## config.mk

```make
export PLATFORM = sky130hd
export DESIGN_NAME = generational_slot_allocator
export DESIGN_NICKNAME = d
export VERILOG_FILES = /design/src/gsa_pkg.sv /design/src/generational_slot_allocator.sv /design/src/gsa_ram.sv
export SDC_FILE = /design/constraint.sdc
export NUM_CORES = 2
export LEC_CHECK = 0
export BUFFER_PORTS_ARGS = -buffer_cell sky130_fd_sc_hd__buf_2
export CAP_MARGIN = 30
export CORE_ASPECT_RATIO = 0.75
export CORE_MARGIN = 2
export CORE_UTILIZATION = 57
export DETAILED_ROUTE_END_ITERATION = 8
export GPL_ROUTABILITY_DRIVEN = 0
export PLACE_DENSITY = 0.76
export SYNTH_ARGS = -nofsm -noshare
export SYNTH_HDL_FRONTEND = slang
export SYNTH_HIERARCHICAL = 1
export SYNTH_SLANG_ARGS = --single-unit
```

## constraint.sdc

```tcl
create_clock -name clk -period 5.9 [get_ports clk]
set_input_delay 0.295 -clock clk [delete_from_list [all_inputs] [get_ports clk]]
set_output_delay 0.295 -clock clk [all_outputs]
set_load 0.01 [all_outputs]
```

## src/gsa_pkg.sv

```systemverilog
// Types and constants of the generational slot allocator.
package gsa_pkg;

  localparam int SLOT_COUNT_DEFAULT = 64;
  localparam int GEN_W = 32;
  localparam int HSLOT_W = 8;
  localparam int GSLOT_W = 6;
  localparam int COUNT_W = 7;

  localparam logic [1:0] KIND_ACQUIRE = 2'd0;
  localparam logic [1:0] KIND_RELEASE = 2'd1;
  localparam logic [1:0] KIND_FIND    = 2'd2;

  typedef struct packed {
    logic [1:0]         kind;
    logic [HSLOT_W-1:0] handle_slot;
    logic [GEN_W-1:0]   handle_generation;
  } in_word_t;

  typedef struct packed {
    logic               ok;
    logic [GSLOT_W-1:0] granted_slot;
    logic [GEN_W-1:0]   granted_generation;
    logic [COUNT_W-1:0] busy_count;
  } out_word_t;

endpackage

```

## src/generational_slot_allocator.sv

```systemverilog
// Generational slot allocator: busy flags in flops, generations in a RAM.
// An accepted word is taken to S_READ, whose result goes to out_word or waits in S_HOLD.
// No new word is taken before S_IDLE; the generation RAM read precedes the update.
// A waiting result does not block the next accept; a second result waits for the first.
// Synchronous reset frees every slot and marks every generation as 1 at once.
// There is no clearing pass; the block is ready in the first cycle after reset.
module generational_slot_allocator #(
  parameter int SLOT_COUNT = gsa_pkg::SLOT_COUNT_DEFAULT
) (
  input  logic              clk,
  input  logic              rst,
  input  logic              in_valid,
  output logic              in_ready,
  input  gsa_pkg::in_word_t in_word,
  output logic              out_valid,
  input  logic              out_ready,
  output gsa_pkg::out_word_t out_word
);

  localparam int IDX_W = (SLOT_COUNT > 1) ? $clog2(SLOT_COUNT) : 1;

  typedef enum logic [1:0] {S_IDLE, S_READ, S_HOLD} state_t;

  state_t                      state;
  logic [SLOT_COUNT-1:0]       busy;
  logic [SLOT_COUNT-1:0]       gen_valid;
  logic [gsa_pkg::COUNT_W-1:0] busy_total;
  logic [gsa_pkg::COUNT_W-1:0] busy_total_next;
  logic [1:0]                  kind;
  logic [gsa_pkg::GEN_W-1:0]   gen_req;
  logic [IDX_W-1:0]            addr;
  logic                        in_range;
  logic                        found;
  gsa_pkg::out_word_t          res;
  gsa_pkg::out_word_t          res_next;

  logic                        free_found;
  logic [IDX_W-1:0]            free_idx;
  logic [IDX_W-1:0]            addr_next;
  logic                        in_range_next;
  logic [gsa_pkg::GEN_W-1:0]   ram_q;
  logic [gsa_pkg::GEN_W-1:0]   gen_cur;
  logic [gsa_pkg::GEN_W-1:0]   gen_inc;
  logic                        match;
  logic                        we;
  logic                        set_busy;
  logic                        clr_busy;
  logic                        load_out;

  assign in_ready = (state == S_IDLE);
  assign load_out = ((state == S_READ) || (state == S_HOLD)) && (!out_valid || out_ready);

  always_comb begin
    free_found = 1'b0;
    free_idx   = '0;
    for (int i = SLOT_COUNT - 1; i >= 0; i--) begin
      if (!busy[i]) begin
        free_found = 1'b1;
        free_idx   = IDX_W'(i);
      end
    end
  end

  assign in_range_next = ({1'b0, in_word.handle_slot} < (gsa_pkg::HSLOT_W + 1)'(SLOT_COUNT));
  assign addr_next = (in_word.kind == gsa_pkg::KIND_ACQUIRE) ? free_idx
                                                             : in_word.handle_slot[IDX_W-1:0];

  gsa_ram #(
    .WIDTH(gsa_pkg::GEN_W),
    .DEPTH(SLOT_COUNT)
  ) u_gen_ram (
    .clk  (clk),
    .we   (we),
    .waddr(addr),
    .wdata(gen_inc),
    .raddr(addr_next),
    .rdata(ram_q)
  );

  assign gen_cur = gen_valid[addr] ? ram_q : gsa_pkg::GEN_W'(1);
  assign gen_inc = (gen_cur == '1) ? gsa_pkg::GEN_W'(1) : gen_cur + gsa_pkg::GEN_W'(1);
  assign match   = in_range && (gen_cur == gen_req);

  always_comb begin
    res_next        = '0;
    set_busy        = 1'b0;
    clr_busy        = 1'b0;
    we              = 1'b0;
    busy_total_next = busy_total;
    if (state == S_READ) begin
      case (kind)
        gsa_pkg::KIND_ACQUIRE: begin
          if (found) begin
            set_busy                    = 1'b1;
            busy_total_next             = busy_total + gsa_pkg::COUNT_W'(1);
            res_next.ok                 = 1'b1;
            res_next.granted_slot       = gsa_pkg::GSLOT_W'(addr);
            res_next.granted_generation = gen_cur;
          end
        end
        gsa_pkg::KIND_RELEASE: begin
          if (match) begin
            we          = 1'b1;
            res_next.ok = 1'b1;
            if (busy[addr]) begin
              clr_busy        = 1'b1;
              busy_total_next = busy_total - gsa_pkg::COUNT_W'(1);
            end
          end
        end
        gsa_pkg::KIND_FIND: begin
          res_next.ok = match;
        end
        default: begin
          res_next.ok = 1'b0;
        end
      endcase
    end
    res_next.busy_count = busy_total_next;
  end

  always_ff @(posedge clk) begin
    if (rst) begin
      state      <= S_IDLE;
      out_valid  <= 1'b0;
      busy       <= '0;
      gen_valid  <= '0;
      busy_total <= '0;
    end else begin
      if (out_valid && out_ready && !load_out) begin
        out_valid <= 1'b0;
      end
      case (state)
        S_IDLE: begin
          if (in_valid) begin
            kind     <= in_word.kind;
            gen_req  <= in_word.handle_generation;
            addr     <= addr_next;
            in_range <= in_range_next;
            found    <= free_found;
            state    <= S_READ;
          end
        end
        S_READ: begin
          busy_total <= busy_total_next;
          if (set_busy) begin
            busy[addr] <= 1'b1;
          end
          if (clr_busy) begin
            busy[addr] <= 1'b0;
          end
          if (we) begin
            gen_valid[addr] <= 1'b1;
          end
          if (load_out) begin
            out_word  <= res_next;
            out_valid <= 1'b1;
            state     <= S_IDLE;
          end else begin
            res   <= res_next;
            state <= S_HOLD;
          end
        end
        S_HOLD: begin
          if (load_out) begin
            out_word  <= res;
            out_valid <= 1'b1;
            state     <= S_IDLE;
          end
        end
        default: begin
          state <= S_IDLE;
        end
      endcase
    end
  end

endmodule

```

## src/gsa_ram.sv

```systemverilog
// Generic single-clock RAM with one write port and one registered read port.
module gsa_ram #(
  parameter int WIDTH = 32,
  parameter int DEPTH = 64
) (
  input  logic                                     clk,
  input  logic                                     we,
  input  logic [((DEPTH > 1) ? $clog2(DEPTH) : 1)-1:0] waddr,
  input  logic [WIDTH-1:0]                         wdata,
  input  logic [((DEPTH > 1) ? $clog2(DEPTH) : 1)-1:0] raddr,
  output logic [WIDTH-1:0]                         rdata
);

  logic [WIDTH-1:0] mem [DEPTH];

  always_ff @(posedge clk) begin
    if (we) begin
      mem[waddr] <= wdata;
    end
    rdata <= mem[raddr];
  end

endmodule

```

Yosys cells after proc, flatten, opt, wreduce, memory -nomap -nowiden
Memory sizes are Yosys's and may differ from the RTL's. A register that Yosys moved wholly into a read port is not among the register bits.
Cells that the tools add are included.
Storage, ports and cells
  input bits: 46
  bits in registers: 272
  bits in latches: 0
  output and inout bits: 48
  RAM bits: 2048
  logic and storage cells: 167
  memories kept: 1
  memory bits (read-only): 0
Memories
  u_gen_ram.mem: depth 64, bits a word 32, rd ports 1, clocked after Yosys merged registers in 1, write ports 1, line gsa_ram.sv:14  | logic [WIDTH-1:0] mem [DEPTH];
Cells by class
  bitwise operators: 6
  equal/unequal tests: 9
  reduce and logical (&&, ||, !) cells: 20
  muxes and demuxes: 107
  shifts and indexed selects: 0
  multipliers: 0
  $lt $le $gt $ge: 3
  $add $sub $neg: 3
  divide/modulo/power cells: 0
Operator list (number)
  6-bit two-way mux: 65
  64-bit two-way mux: 4
  64-bit OR: 2
  46-bit two-way mux: 2
  46-bit one-hot mux with 2 select lines: 1
  64-bit AND: 1
  32-bit two-way mux: 2
  64-bit NOT: 1
  63-bit AND reduction: 1
  39-bit two-way mux: 1
  38-bit two-way mux: 1
  32-bit by 1-bit adder with 32-bit output, second input constant: 1
  32-bit == test: 1
  32-bit == test, second input constant: 1
  7-bit two-way mux: 3
  1-bit two-way mux: 19
  7-bit one-hot mux with 2 select lines: 1
  1-bit binary-select mux with 6-bit select: 2
  8-bit by 7-bit < comparator with 1-bit output, second input constant: 1
  7-bit by 1-bit adder with 7-bit output, second input constant: 1
  6-bit by 7-bit < comparator with 1-bit output, second input constant: 1
  7-bit by 1-bit subtractor with 7-bit output, second input constant: 1
  1-bit demux with 6-bit select: 1
  6-bit by 1-bit >= comparator with 1-bit output, second input constant: 1
  other kinds (16): 33

Depth between registers and ports, before layout
  depth after elaboration: 65
  mapped depth: 21
  gate-level depth less buffers: 16

Modules after synthesis
Netlist, hierarchy kept.
Modules (own cells, without submodules)
  gsa_ram: area each 78517.8 µm², cells an instance 3324, sequential area each 62139.6 µm², instances 1
  generational_slot_allocator: area each 13970.9 µm², cells an instance 1472, sequential area each 6786.5 µm², instances 1

Least setup slack after synthesis
Ideal clock, no wire load.
  path type: register -> register
  from: register addr[0]
  to: memory u_gen_ram.mem[48][0] (enable)
  setup time: 0.461 ns
  arrival time: 5.689 ns
  buffers on the path: 2
  stages on the path, launching flop included: 14
  clock period less this slack: 6.150 ns
  slack: -0.250 ns
  data required time: 5.439 ns
  path through: edfxtp_1 buf_6 mux4_2 a32oi_1 o2111ai_2 nor3_2 mux2i_1 a31oi_1 buf_2 or4_1 nor2_1 nor2b_1 nand4b_1 nor3_1
On the way
  cells in the longest elaborated chain, start to end: 10
RTL lines
  from (decl): line generational_slot_allocator.sv:31  | logic [IDX_W-1:0] addr;
  from (signal assigned): line generational_slot_allocator.sv:138  | addr <= addr_next;
  1-bit binary-select mux with 6-bit select: line generational_slot_allocator.sv:80  | assign gen_cur = gen_valid[addr] ? ram_q : gsa_pkg::GEN_W'(1);
  1-bit two-way mux (not written as such): line generational_slot_allocator.sv:80
  32-bit two-way mux: line generational_slot_allocator.sv:80
  32-bit == test: line generational_slot_allocator.sv:82  | assign match = in_range && (gen_cur == gen_req);
  1-bit logical AND: line generational_slot_allocator.sv:82
  1-bit two-way mux: line generational_slot_allocator.sv:102  | if (match) begin
  1-bit two-way mux: line generational_slot_allocator.sv:91  | case (kind)
  1-bit two-way mux: line generational_slot_allocator.sv:90  | if (state == S_READ) begin
  named net we: line generational_slot_allocator.sv:45  | logic we;
  1-bit two-way mux: line gsa_ram.sv:17  | if (we) begin
  1-bit two-way mux (not written as such): line gsa_ram.sv:18  | mem[waddr] <= wdata;
  to (decl): line gsa_ram.sv:14
The timed path passes the listed nets, and every way through them passes these cells. The select of a mux whose other input is x is not followed.

Worst setup path after layout
  from: register addr[2]
  to: memory u_gen_ram.mem[56][23] (enable)
Same word-level chain as after synthesis.

==> run summary <==
Clk root buf -> clkbuf_16
GRT Total Usage -> 29.77%
Grt ovf -> 0
Nets@finish -> 5180
Synth Cell Area -> 92490 um2
Synth Flop Type -> edfxtp_1
Slew margin rel. -> 27.50%
Largest net degree at the start of global routing -> 91
Hold_buf cts -> 43
Post-synthesis sequential area ratio -> 74.52%
Pre-CTS setup slack -> 0.2008 ns
Mapped Cells -> 4796
Critical path fanouts, max -> 32
HP Class -> primary input to flop
Max Root-Sink Buffers -> 3
Slowest stage delay, CP -> 0.58 ns
Pre-antenna DRT Iters -> 9
Dpl cells -> 7004
Final wirelength -> 245900 um
Post-synth EDFFs -> 2182
Cell mode on critical path -> buf_4
Vias in the first global route -> 50341
Placement-stage cell area -> 98120 um2
Mean number of vias per cell -> 6.869
Cell row count -> 127
Max Freq -> 176.2 MHz
Family with the most delay on the worst path -> simple AND/OR/NAND/NOR gates
Critical path arrival -> 6.19 ns
Critical Path RT -> 6.42 ns
Worst Tran Pin Value -> 1.083 ns
Pwr/cell area -> 325.6 nW/um2
H-tree depth -> 4
Distinct cells, synth -> 91
Status -> completed
Type of the setup path with the least slack -> flop to flop
Clock slew at reported path FFs -> 0.08 ns
Die H -> 352.9 um
Hold Violations, Final -> 0
Skew final -> 0.03330 ns
Startpoint class of the critical path -> flop
Post_cts resized -> 0
TritonCTS Buffers -> 199
PortBufs -> 93
Max_cap viols -> 0
Register bit total from synthesis -> 2352
Routed length per placed instance -> 33.13 um
Syn nets -> 4851
Pwr Total -> 0.03425 W
RSZ-0062 raised after global routing -> no
CTS tree -> done
Yosys warns -> 6
Latest clock arrival within the worst-skew pair -> 0.85 ns
Worst vdd ir -> 0.3495 mV
Min Clock Period, post-route -> 5.675 ns
Initial Utilization -> 57.63%
Final ANT Viol Nets -> 0
CP bufs+invs -> 5
Async SR Flop Fraction -> 0%
Fin cells -> 7424
Post-CTS setup buffers -> 0
First-pass GRT wire length -> 353500 um
DRC -> 0
Register area -> 68930 um2
CP Cell Sequence -> buf_4 -> mux2i_1 -> o21ai_1 -> a211oi_2 -> o221ai_2 -> buf_4 -> or3_1 -> a221oi_1 -> or4_1 -> or4_1 -> nor2_1 -> buf_4 -> nor2b_1 -> nand2_1 -> buf_4 -> nor2_4 -> buf_12
Die area -> 165500 um2
Yosys top cell area share -> 70.84%
Crit-path slowest cell -> edfxtp_1
Setup TNS -> 0 ns
Multi-input logic area -> 22760 um2
Fin. max-slew vios -> 0
Final HPWL DP -> 139900 um
Core area -> 160500 um2
Tcrit/Tclk final -> 96.19%
Crit end category -> flop
Fin worst setup slack -> 0.2249 ns
Syn Area/Cell -> 19.28 um2
Post-synth top area cell -> edfxtp_1
Iter 0 DRT Violations -> 7798
TritonCTS Sinks -> 2352
Layout area overhead -> 13.76%
Fill cell count -> 9989
Leak -> 33.62 nW
Initial antenna violation count -> 16
Synth area leaders -> edfxtp_1 (71%), mux4_2 (13%), dfxtp_1 (3.7%)
Setup violators final -> 0
Routed via count -> 50996
DIE WIDTH -> 469.1 um
Finished Cell Area -> 105200 um2
Share of layout cells above drive strength 1 -> 26.34%
IO Count -> 94
[state kept, by name, summed over array words and instances, names as in the netlist, 6 cells and up]
name             count
addr                 6
busy                64
busy_total           7
gen_req             32
gen_valid           64
out_word            46
res                 46
u_gen_ram/mem     2048
u_gen_ram/rdata     32
[synth_stat cells, drive strengths merged (7+ instances only)]
| master | count |
|---|---|
| clkbuf | 140 |
| or3b | 11 |
| buf | 142 |
| o2111ai | 7 |
| o22ai | 98 |
| edfxtp | 2182 |
| a211oi | 71 |
| nor4 | 21 |
| a311oi | 9 |
| dfxtp | 170 |
| o21ai | 38 |
| or3 | 15 |
| a31oi | 17 |
| mux2 | 42 |
| and2 | 12 |
| nand2b | 19 |
| ha | 9 |
| o31ai | 9 |
| mux4 | 553 |
| or2 | 11 |
| a21oi | 221 |
| xnor2 | 19 |
| nor3 | 38 |
| xor2 | 14 |
| nand3b | 18 |
| mux2i | 112 |
| nand2 | 105 |
| inv | 57 |
| and3 | 48 |
| o221ai | 36 |
| nand3 | 53 |
| nor2b | 22 |
| a22oi | 16 |
| nor2 | 349 |
| nand4 | 19 |
[where the power goes]
part | switching [W] | total (W) | leakage (nW) | internal (W)
clock | 0.00604 | 0.0135 | 3.22 | 0.00743
combinational | 0.00146 | 0.00232 | 8.87 | 0.000860
sequential | 0.000154 | 0.0185 | 21.5 | 0.0183
total | 0.00766 | 0.0343 | 33.6 | 0.0266
[path summary, 6_finish.rpt]
path | end | from | depth (start not counted) | slack, ns
setup / recovery | u_gen_ram/mem[56][23]$_DFFE_PP_ | addr[2]$_DFFE_PP_ | 17 | 0.22
hold / removal | gen_req[13]$_DFFE_PP_ | in_word[13] | 2 | 0.18
setup reg to reg | u_gen_ram/mem[56][23]$_DFFE_PP_ | addr[2]$_DFFE_PP_ | 17 | 0.22
hold reg to reg | gen_valid[26]$_SDFFE_PP0P_ | gen_valid[26]$_SDFFE_PP0P_ | 2 | 0.46
[area by class of cell]
class | count | area share (%)
Antenna cell | 4 | 0.009514
Clock buffer | 241 | 5.003
Clock inverter | 127 | 1.244
Inverter | 57 | 0.2034
Multi-Input combinational cell | 2105 | 21.63
Sequential cell | 2352 | 65.51
Tap cell | 2128 | 2.531
Timing Repair Buffer | 410 | 3.870
[metal layers]
metal  share of wire [%]  GRT usage [%]  up-vias
met3                  13          8.194      614
li1                    -              -    20377
met1                  36          41.81    26208
met4                 4.1          11.05       14
met2                  46          45.16     3783
met5               0.032              0        -
[placed cells by master, fill, tap and decap left out, types with 98 or more instances in the layout]
cell	instances
nand2_1	104
dfxtp_1	170
mux4_2	551
nor2_1	259
mux2i_1	112
a21oi_1	219
edfxtp_1	2182
o22ai_1	98
buf_4	185
clkbuf_16	204
[stage by stage]
step / hold slack (ns) / util [%]
CTS: 0.1326 / 65.50
global route: 0.1523 / 65.55
detailed placement: 0.4535 / 61.14
finish: 0.1763 / 65.56
global placement: 0.4403 / 61.06
floorplan: 0.3939 / -
[logic make-up (layout without fill, tap and decap cells)]
kind of cell,after synthesis,in the layout,share of synthesized area [%]
flops,2352,2352,74.52
fa+ha+maj,9,9,0.1218
compound gates,596,596,4.175
xor+xnor,33,33,0.3125
other cells,0,4,0
buf+inv,339,835,1.722
mux,707,707,15.20
simple gates,760,760,3.947
Power figures use the tool's default switching activity.
